$ cat src/rtl/srr_pkg.sv
// ----------------------------------------------------------------------------
// srr_pkg
// Shared types and codes for the selective repeat reorder receiver.
// ----------------------------------------------------------------------------
package srr_pkg;

  localparam int unsigned ID_W    = 16;
  localparam int unsigned ACK_W   = 10;
  localparam int unsigned RCNT_W  = 11;

  localparam logic REQ_META = 1'b0;
  localparam logic REQ_DATA = 1'b1;

  localparam logic KIND_ACK = 1'b0;
  localparam logic KIND_REL = 1'b1;

  typedef enum logic [2:0] {
    ST_CLEAR,
    ST_IDLE,
    ST_WRITE,
    ST_READ,
    ST_CHECK,
    ST_ACK,
    ST_REL
  } srr_state_e;

  typedef struct packed {
    logic busy;
    logic clr_we;
    logic mark_we;
    logic rd_en;
    logic scan_inc;
    logic load_item;
    logic emit_ack;
    logic emit_rel;
  } srr_ctrl_t;

  typedef struct packed {
    logic go_data;
    logic clr_last;
    logic scan_more;
    logic rd_bit;
    logic run_nz;
  } srr_stat_t;

endpackage

$ cat src/rtl/selective_repeat_reorder_receiver.sv
// ----------------------------------------------------------------------------
// selective_repeat_reorder_receiver
// Selective repeat receiver: acknowledges chunks and releases in-order runs.
// ----------------------------------------------------------------------------
// usage:
//   an input transaction is taken when start_i is high and busy_o is low.
//   a meta item (req_type_i = 0) sets the chunk count without raising busy_o.
//   a data item marks its chunk in a bitmap RAM, then the block scans the
//   bitmap from the next expected chunk, one RAM read per pass through the
//   read and check states. a data item keeps busy_o high through the mark
//   write, the scan, the acknowledgement and, if the run is not empty, the
//   release; the scan loop over the bitmap RAM port sets how long it lasts.
//   results leave one per cycle on the result ports, each marked by a
//   one-cycle result_valid_o strobe: first the acknowledgement, then the
//   release if the run is not empty; last_o marks the final one.
//   the receiver cannot stall, so no result is ever held back.
//   after reset every bitmap entry is cleared in turn with busy_o
//   high; after the transfer completes every item is ignored.
// ----------------------------------------------------------------------------
module selective_repeat_reorder_receiver #(
  parameter int unsigned MAX_CHUNKS = 1024
) (
  input  logic                         clk_i,
  input  logic                         rst_ni,
  input  logic                         start_i,
  output logic                         busy_o,
  input  logic                         req_type_i,
  input  logic [srr_pkg::ID_W-1:0]     chunk_id_i,
  input  logic [srr_pkg::ID_W-1:0]     chunk_count_i,
  output logic                         result_valid_o,
  output logic                         result_kind_o,
  output logic [srr_pkg::ACK_W-1:0]    ack_id_o,
  output logic [srr_pkg::ACK_W-1:0]    release_start_o,
  output logic [srr_pkg::RCNT_W-1:0]   release_count_o,
  output logic                         transfer_done_o,
  output logic                         last_o
);

  import srr_pkg::*;

  localparam int unsigned AW = $clog2(MAX_CHUNKS);
  localparam int unsigned NW = $clog2(MAX_CHUNKS + 1);

  srr_ctrl_t ctrl;
  srr_stat_t stat;

  logic [AW-1:0] clr_q, clr_d;
  logic [AW-1:0] id_q, id_d;
  logic [NW-1:0] ne_q, ne_d;
  logic [NW-1:0] scan_q, scan_d;
  logic [NW-1:0] total_q, total_d;
  logic          fin_q, fin_d;

  logic          res_valid_q;
  logic          res_kind_q;
  logic [ACK_W-1:0]  res_ack_q;
  logic [ACK_W-1:0]  res_start_q;
  logic [RCNT_W-1:0] res_count_q;
  logic          res_done_q;
  logic          res_last_q;

  logic          accept;
  logic          id_ok;
  logic          cnt_ok;
  logic          done;
  logic [NW-1:0] run;

  logic          ram_we;
  logic [AW-1:0] ram_waddr;
  logic          ram_wdata;
  logic          ram_rdata;

  assign accept = start_i && !ctrl.busy;
  assign id_ok  = 32'(chunk_id_i) < 32'(total_q);
  assign cnt_ok = 32'(chunk_count_i) <= 32'(MAX_CHUNKS);
  assign run    = scan_q - ne_q;
  assign done   = scan_q == total_q;

  // only looked at in idle, where busy is low
  assign stat.go_data   = start_i && (req_type_i == REQ_DATA) && !fin_q && id_ok;
  assign stat.clr_last  = clr_q == AW'(MAX_CHUNKS - 1);
  assign stat.scan_more = scan_q < total_q;
  assign stat.rd_bit    = ram_rdata;
  assign stat.run_nz    = scan_q != ne_q;

  srr_seq u_seq (
    .clk_i  (clk_i),
    .rst_ni (rst_ni),
    .stat_i (stat),
    .ctrl_o (ctrl)
  );

  assign ram_we    = ctrl.clr_we || ctrl.mark_we;
  assign ram_waddr = ctrl.clr_we ? clr_q : id_q;
  assign ram_wdata = ctrl.mark_we;

  srr_ram #(
    .WIDTH (1),
    .DEPTH (MAX_CHUNKS)
  ) u_marks (
    .clk_i   (clk_i),
    .we_i    (ram_we),
    .waddr_i (ram_waddr),
    .wdata_i (ram_wdata),
    .re_i    (ctrl.rd_en),
    .raddr_i (scan_q[AW-1:0]),
    .rdata_o (ram_rdata)
  );

  always_comb begin
    clr_d   = ctrl.clr_we ? clr_q + AW'(1) : clr_q;
    id_d    = id_q;
    scan_d  = scan_q;
    ne_d    = ne_q;
    total_d = total_q;
    fin_d   = fin_q;
    if (accept && (req_type_i == REQ_META) && !fin_q && cnt_ok) begin
      total_d = NW'(chunk_count_i);
    end
    if (ctrl.load_item) begin
      id_d   = chunk_id_i[AW-1:0];
      scan_d = ne_q;
    end
    if (ctrl.scan_inc) begin
      scan_d = scan_q + NW'(1);
    end
    if (ctrl.emit_rel) begin
      ne_d  = scan_q;
      fin_d = done;
    end
  end

  always_ff @(posedge clk_i or negedge rst_ni) begin
    if (!rst_ni) begin
      clr_q       <= '0;
      id_q        <= '0;
      scan_q      <= '0;
      ne_q        <= '0;
      total_q     <= '0;
      fin_q       <= 1'b0;
      res_valid_q <= 1'b0;
    end else begin
      clr_q       <= clr_d;
      id_q        <= id_d;
      scan_q      <= scan_d;
      ne_q        <= ne_d;
      total_q     <= total_d;
      fin_q       <= fin_d;
      res_valid_q <= ctrl.emit_ack || ctrl.emit_rel;
    end
  end

  always_ff @(posedge clk_i) begin
    if (ctrl.emit_ack) begin
      res_kind_q  <= KIND_ACK;
      res_ack_q   <= ACK_W'(id_q);
      res_start_q <= '0;
      res_count_q <= '0;
      res_done_q  <= 1'b0;
      res_last_q  <= !stat.run_nz;
    end else if (ctrl.emit_rel) begin
      res_kind_q  <= KIND_REL;
      res_ack_q   <= '0;
      res_start_q <= ACK_W'(ne_q);
      res_count_q <= RCNT_W'(run);
      res_done_q  <= done;
      res_last_q  <= 1'b1;
    end
  end

  assign busy_o          = ctrl.busy;
  assign result_valid_o  = res_valid_q;
  assign result_kind_o   = res_kind_q;
  assign ack_id_o        = res_ack_q;
  assign release_start_o = res_start_q;
  assign release_count_o = res_count_q;
  assign transfer_done_o = res_done_q;
  assign last_o          = res_last_q;

endmodule

$ cat src/rtl/srr_ram.sv
// ----------------------------------------------------------------------------
// srr_ram
// Generic single write port, single read port RAM with registered read.
// ----------------------------------------------------------------------------
module srr_ram #(
  parameter int unsigned WIDTH = 1,
  parameter int unsigned DEPTH = 1024
) (
  input  logic                     clk_i,
  input  logic                     we_i,
  input  logic [$clog2(DEPTH)-1:0] waddr_i,
  input  logic [WIDTH-1:0]         wdata_i,
  input  logic                     re_i,
  input  logic [$clog2(DEPTH)-1:0] raddr_i,
  output logic [WIDTH-1:0]         rdata_o
);

  logic [WIDTH-1:0] mem_q [DEPTH];
  logic [WIDTH-1:0] rdata_q;

  always_ff @(posedge clk_i) begin
    if (we_i) begin
      mem_q[waddr_i] <= wdata_i;
    end
    if (re_i) begin
      rdata_q <= mem_q[raddr_i];
    end
  end

  assign rdata_o = rdata_q;

endmodule

$ cat src/rtl/srr_seq.sv
// ----------------------------------------------------------------------------
// srr_seq
// Sequencer: clearing pass, mark write, bitmap scan and result emission.
// ----------------------------------------------------------------------------
module srr_seq (
  input  logic               clk_i,
  input  logic               rst_ni,
  input  srr_pkg::srr_stat_t stat_i,
  output srr_pkg::srr_ctrl_t ctrl_o
);

  import srr_pkg::*;

  srr_state_e state_q, state_d;

  always_ff @(posedge clk_i or negedge rst_ni) begin
    if (!rst_ni) begin
      state_q <= ST_CLEAR;
    end else begin
      state_q <= state_d;
    end
  end

  always_comb begin
    state_d = state_q;
    unique case (state_q)
      ST_CLEAR: begin
        if (stat_i.clr_last) state_d = ST_IDLE;
      end
      ST_IDLE: begin
        if (stat_i.go_data) state_d = ST_WRITE;
      end
      ST_WRITE: state_d = ST_READ;
      ST_READ: begin
        state_d = stat_i.scan_more ? ST_CHECK : ST_ACK;
      end
      ST_CHECK: begin
        state_d = stat_i.rd_bit ? ST_READ : ST_ACK;
      end
      ST_ACK: begin
        state_d = stat_i.run_nz ? ST_REL : ST_IDLE;
      end
      ST_REL: state_d = ST_IDLE;
      default: state_d = ST_IDLE;
    endcase
  end

  always_comb begin
    ctrl_o = '0;
    unique case (state_q)
      ST_CLEAR: begin
        ctrl_o.busy   = 1'b1;
        ctrl_o.clr_we = 1'b1;
      end
      ST_IDLE: begin
        ctrl_o.load_item = stat_i.go_data;
      end
      ST_WRITE: begin
        ctrl_o.busy    = 1'b1;
        ctrl_o.mark_we = 1'b1;
      end
      ST_READ: begin
        ctrl_o.busy  = 1'b1;
        ctrl_o.rd_en = stat_i.scan_more;
      end
      ST_CHECK: begin
        ctrl_o.busy     = 1'b1;
        ctrl_o.scan_inc = stat_i.rd_bit;
      end
      ST_ACK: begin
        ctrl_o.busy     = 1'b1;
        ctrl_o.emit_ack = 1'b1;
      end
      ST_REL: begin
        ctrl_o.busy     = 1'b1;
        ctrl_o.emit_rel = 1'b1;
      end
      default: ctrl_o = '0;
    endcase
  end

endmodule
$ cat config.mk
export PLATFORM = sky130hd
export DESIGN_NAME = selective_repeat_reorder_receiver
export DESIGN_NICKNAME = d
export VERILOG_FILES = /design/src/rtl/srr_pkg.sv /design/src/rtl/selective_repeat_reorder_receiver.sv /design/src/rtl/srr_ram.sv /design/src/rtl/srr_seq.sv
export SDC_FILE = /design/constraint.sdc
export NUM_CORES = 2
export LEC_CHECK = 0
export BUFFER_PORTS_ARGS = -buffer_cell sky130_fd_sc_hd__buf_2
export CORE_ASPECT_RATIO = 0.9
export CORE_UTILIZATION = 46
export CTS_CLUSTER_DIAMETER = 200
export DETAILED_ROUTE_END_ITERATION = 12
export GPL_TIMING_DRIVEN = 0
export SLEW_MARGIN = 10
export SYNTH_ARGS = -nofsm -noshare
export SYNTH_HDL_FRONTEND = slang
export SYNTH_SLANG_ARGS = --single-unit
$ cat constraint.sdc
create_clock -name clk_i -period 52.1 [get_ports clk_i]
set_input_delay 10.42 -clock clk_i [delete_from_list [all_inputs] [get_ports clk_i]]
set_output_delay 10.42 -clock clk_i [all_outputs]
set_load 0.05 [all_outputs]
; ---- After elaboration in Yosys (flattened, before gate mapping)
; Memories as Yosys holds them, arrays and structs flattened. A register that Yosys moved wholly into a read port is not among the register bits.
; Cells that the tools add are included.
[word_totals]
ram_bits = 1024
memories = 1
reg_bits = 92
elab_cells = 73
romBits = 0
latchBits = 0
[op_classes]
n_lt_le_gt_ge = 3
n_mux = 23
mul = 0
shifts = 0
div = 0
add_sub_neg = 3
n_reduce_logical = 17
bitwise_logic = 1
eq_ne = 11
[mem_list]
columns = name, depth, width, rd, rd_ports_with_merged_regs, wr, line_no
row1 = u_marks.mem_q, 1024, 1, 1, 1, 1, srr_ram.sv:18  ; logic [WIDTH-1:0] mem_q [DEPTH];
[ops]
columns = op, count
row1 = $mux W10, 3
row2 = $mux W11, 2
row3 = $pmux W3 S6, 1
row4 = $le A16 B11 Y1 const B, 1
row5 = $lt A16 B11 Y1, 1
row6 = $mux W1, 13
row7 = $mux W3, 4
row8 = $add A11 B1 Y11 const B, 1
row9 = $eq A11 B11 Y1, 1
row10 = $lt A11 B11 Y1, 1
row11 = $ne A11 B11 Y1, 1
row12 = $sub A11 B11 Y11, 1
row13 = $add A10 B1 Y10 const B, 1
row14 = $eq A10 B10 Y1 const B, 1
row15 = $eq A3 B3 Y1 const B, 3
row16 = $logic_and A1 B1 Y1, 7
row17 = $eq A3 B2 Y1 const B, 2
row18 = $reduce_or A6 Y1, 1
row19 = $reduce_bool A2 Y1, 2
row20 = $eq A3 B1 Y1 const B, 1
row21 = $logic_not A1 Y1, 3
row22 = $logic_not A3 Y1, 1
row23 = $logic_or A1 B1 Y1, 2
row24 = $ne A2 B1 Y1 const B, 1
row25 = other kinds (3), 3

; ---- Depth between registers and ports, before layout
[depth]
depth_word = 8
ltp_mapped = 19
depth_no_buf = 13

; ---- Cells and area by module
; A second synthesis with hierarchy kept.
[hier_totals]
hier_cells = 3615
hier_area_um2 = 49710.2
[by_module_without_submodules]
columns = module, cells_each, instances, area_each_um2
row1 = srr_ram, 3112, 1, 44666.6
row2 = selective_repeat_reorder_receiver, 475, 1, 4797.1
row3 = srr_seq, 28, 1, 246.5

; ---- Worst setup path after synthesis
; No wires, ideal clock.
[synth_timing]
path_kind = register to register
start = reg u_seq.state_q[2]
end = mem u_marks.mem_q[0], data pin
t_arrival_ns = 13.751
setup_time_ns = 2.867
slack_ns = 35.482
path_buffers = 1
stages_incl_launch_ff = 4
cell_sequence = dfrtp_1 > clkbuf_1 > nor2_1 > and2_1
[synth_rtl]
columns = element, line_no
row1 = start: declaration, srr_seq.sv:14  ; srr_state_e state_q, state_d;
row2 = start signal: assignment, srr_seq.sv:20  ; state_q <= state_d;
row3 = end: declaration, srr_ram.sv:18

; ---- Worst setup path in the final report
[layout_timing]
start = reg u_seq.state_q[2]
end = out busy_o
[layout_between]
elab_chain_len = 3
elab_cells_between_ends = 8
cone_classes = 5 x eq/ne / 1 x mux / 2 x reduce/logical
[layout_lines]
columns = element, line_no
row1 = $eq A3 B3 Y1 (tied with other cells), srr_seq.sv:50  ; unique case (state_q)
row2 = $reduce_or A6 Y1 (no source line) (*), n/a
row3 = $mux W1 (*), srr_seq.sv:50
row4 = end: declaration, selective_repeat_reorder_receiver.sv:26  ; output logic busy_o,
; Mark *: on every way between the ends. The rest lies on a longest branch, timed or not.

==> key figures <==
Setup path
  – Worst reg-to-reg path cell count: 11
  – Reg2Reg Setup Slack: 44780 ps
  – FF-to-FF End: u_marks.rdata_o$_DFFE_PP_
  – CP Class: reg2out
  – Crit path max fanout: 10
  – CP endpoint kind: output port
  – Critical path launch point type: flip-flop
  – CP Data Arrival Time: 2090 ps
  – Required time of the critical path: 41680 ps
  – Reg-to-reg startpoint: scan_q[1]$_DFFE_PN0P_

Floorplan
  – Die Area: 0.108 sq mm
  – Die width: 346 um
  – Die Y: 311 um
  – Core footprint: 0.105 sq mm
  – Num rows: 113
  – # IOs: 72
  – Initial Util: 46.4%

STA
  – Unrepaired setup endpoints after global routing: false
  – Setup TNS Final: 0 ps
  – Final period util: 24.0%
  – Clock Skews: 38.9 ps
  – Fmax: 80.0 MHz
  – Tmin final: 12510 ps
  – Tightest Pin Transition: 1620 ps
  – Final Hold Vio Count: 0
  – Final slew viol count: 2
  – Fin Hold WS: 447 ps
  – Max-Slew Margin vs Limit: -9.45%
  – Final setup viols: 0

Power
  – Max VDD drop: 0.0000309 V
  – Internal power: 1700 uW
  – Clock network fraction of total power: 30.5%
  – Post-route total power: 2680 uW
  – Sequential Power Share: 39.6%
  – Power density cells: 48.6 mW/mm^2
  – Gate power share: 29.9%
  – Sw power: 983 uW
  – Switching part of the total: 36.7%
  – Leak Pwr: 0.0170 uW

Route
  – Final WL: 171 mm
  – 1st-iter DRT viols: 5940
  – DRC violations left: 0
  – WL/cell: 32.6 um
  – Via count: 33300
  – Detail Route Antenna Nets: 0
  – Avg Vias per Cell: 6.35
  – DRT Pass-1 Iters: 6

Synth
  – Share of flip-flops with an asynchronous set or reset: 5.19%
  – Post-synth EDFFs: 1036
  – Xor-xnor portion of the synthesized cell area: 0.304%
  – Synth warn: 0
  – Post-Synth Simple-Gate Area: 11.6%
  – Syn Nets: 3628
  – Synth top area cells: edfxtp_1, mux4_2, nor2_1
  – Synth cell count leaders: nor2_1, edfxtp_1, clkbuf_1
  – Most common cell in the netlist: nor2_1
  – Synthesized instance count: 3558
  – Top_reg_cell synth: edfxtp_1
  – Main combinational cell family by area after synthesis: multiplexers
  – Post-synth top area cell: edfxtp_1
  – Post-Synth Adder-Cell Area: 0.885%
  – Avg Cell Area, Syn: 13.7 sq um
  – Syn Std Cell Area: 0.0489 sq mm
  – Mux contribution to synthesized area: 12.6%
  – Distinct cells, synth: 69
  – Complex-gate fraction of the synthesized area: 4.03%
  – Register area share after synthesis: 67.5%
  – Yosys top cell area share: 63.6%
  – Synth Register Bits: 1117

Hold path
  – HP Start: transfer_done_o$_SDFFE_PN0N_
  – Hold Path Cell Cnt: 1
  – Worst Hold Class: reg2reg
  – WHS Endpoint: transfer_done_o$_SDFFE_PN0N_

Placement
  – Cells after DPL: 5026
  – Final GP Congestion: 1.01
  – Number of port buffers: 71
  – Post-DP Area: 0.0514 sq mm
  – DP HPWL: 113 mm

Clocking
  – CTS H-tree lvls: 3
  – Cts repair resizes: 0
  – Hold_buf cts: 0
  – # clock sinks: 1117
  – Root Buffer: clkbuf_16
  – Clock buffer depth: 3
  – Post-CTS Setup Bufs: 0
  – Inserted Clock Buffers: 116
  – Clk Latency, worst-skew pair: 720 ps
  – TritonCTS clock tree: built
  – Reg clk slew, reported paths: 60 ps

Outcome
  – Outcome: complete, but fails checks
  – Failing checks: max-capacitance violations, max-slew violations

Flow run
  – Max_cap viols: 1

GRT
  – First-pass GRT wire length: 237 mm
  – Pin count of the biggest net entering global routing: 98
  – GRT Resource Usage Total: 31.6%
  – Vias in the first global route: 31500
  – Initial antenna violation count: 7
  – Grt ovf: 0

Cells and area
  – Final Cell Area: 0.0551 sq mm
  – Count of nets after finishing: 3835
  – Ratio of cells with drive above 1 in the final layout: 14.8%
  – Layout Cells excl Fill: 5243
  – Synthesis-to-layout area growth: 12.7%
[power by group through the flow]
| stage | sequential [uW] | combinational, uW | clock [uW] |
|---|---|---|---|
| after floorplan | 1140 | 367 | 0 |
| after global placement | 1170 | 740 | 0 |
| after detailed placement | 1080 | 758 | 0 |
| after CTS | 1060 | 760 | 818 |
| after global routing | 1060 | 801 | 849 |
| final | 1060 | 802 | 817 |
[layout make-up]
| type | instances | area, sq um |
|---|---|---|
| clock buffer | 153 | 3160 |
| sequential | 1117 | 33000 |
| inverter | 40 | 150 |
| fill | 9065 | 50300 |
| antenna | 3 | 7.51 |
| multi-input combinational | 2091 | 14500 |
| tap | 1380 | 1730 |
| clock inverter | 60 | 498 |
| buffer | 310 | 1340 |
| timing repair buffer | 89 | 764 |
[worst max-delay path by stage]
stage                                            start                           end  slack (ps)
final                     u_seq.state_q[2]$_DFFE_PN0P_                        busy_o       39590
after global routing                     chunk_id_i[1]           id_q[9]$_DFFE_PN0P_       39460
after CTS                 u_seq.state_q[2]$_DFFE_PN0P_                        busy_o       39590
after detailed placement                 chunk_id_i[1]           id_q[4]$_DFFE_PN0P_       38980
after global placement    u_seq.state_q[0]$_DFFE_PN0P_  u_marks.mem_q[274]$_DFFE_PP_       24170
after floorplan           u_seq.state_q[2]$_DFFE_PN0P_    u_marks.mem_q[0]$_DFFE_PP_       35480
[placed cells by master, fill, tap and decap left out, drive strengths merged, types with 49 or more instances in the layout]
cell type	count
nand2	170
a21oi	49
o21ai	73
edfxtp	1036
dfrtp	58
buf	155
nor2	1070
mux2i	96
mux4	223
clkbuf	397
[routing by layer]
metal,share of wire [%],global-route usage [%],up-vias
met5,0.0076,0,-
met4,5.2,14.6,2
met3,13,8.70,468
met2,44,47.7,2317
met1,37,42.7,17100
li1,-,-,13500
[state kept, by name, indices dropped and copies added (netlist names)]
signal and cells:
last_o 1, release_start_o 10, result_valid_o 1, ne_q 11
id_q 10, u_marks.rdata_o 1, total_q 11, scan_q 11
result_kind_o 1, ack_id_o 10, clr_q 10, u_marks.mem_q 1024
fin_q 1, transfer_done_o 1, release_count_o 11, u_seq.state_q 3
[kinds of logic (layout without fill, tap and decap cells)]
family,after synthesis,count (layout)
other cells,0,3
fa+ha+maj,34,34
mux,336,336
flops,1117,1117
simple gates,1412,1412
compound gates,292,292
buf+inv,350,652
xor+xnor,17,17
[worst max-delay path: stages, from the launching register on]
cell	delay [ps]
dfrtp_1	360
clkbuf_1	470
xnor2_1	140
nand2_1	130
buf_2	280
[stage by stage]
step           util (%)  setup WS [ps]
4_1_cts            52.2          39590
3_5_place_dp       48.8          38980
2_1_floorplan         -          35480
6_report           52.3          39590
5_1_grt            52.3          39460
3_3_place_gp       48.3          24170
Note: power is estimated with default switching activity, not from simulation.
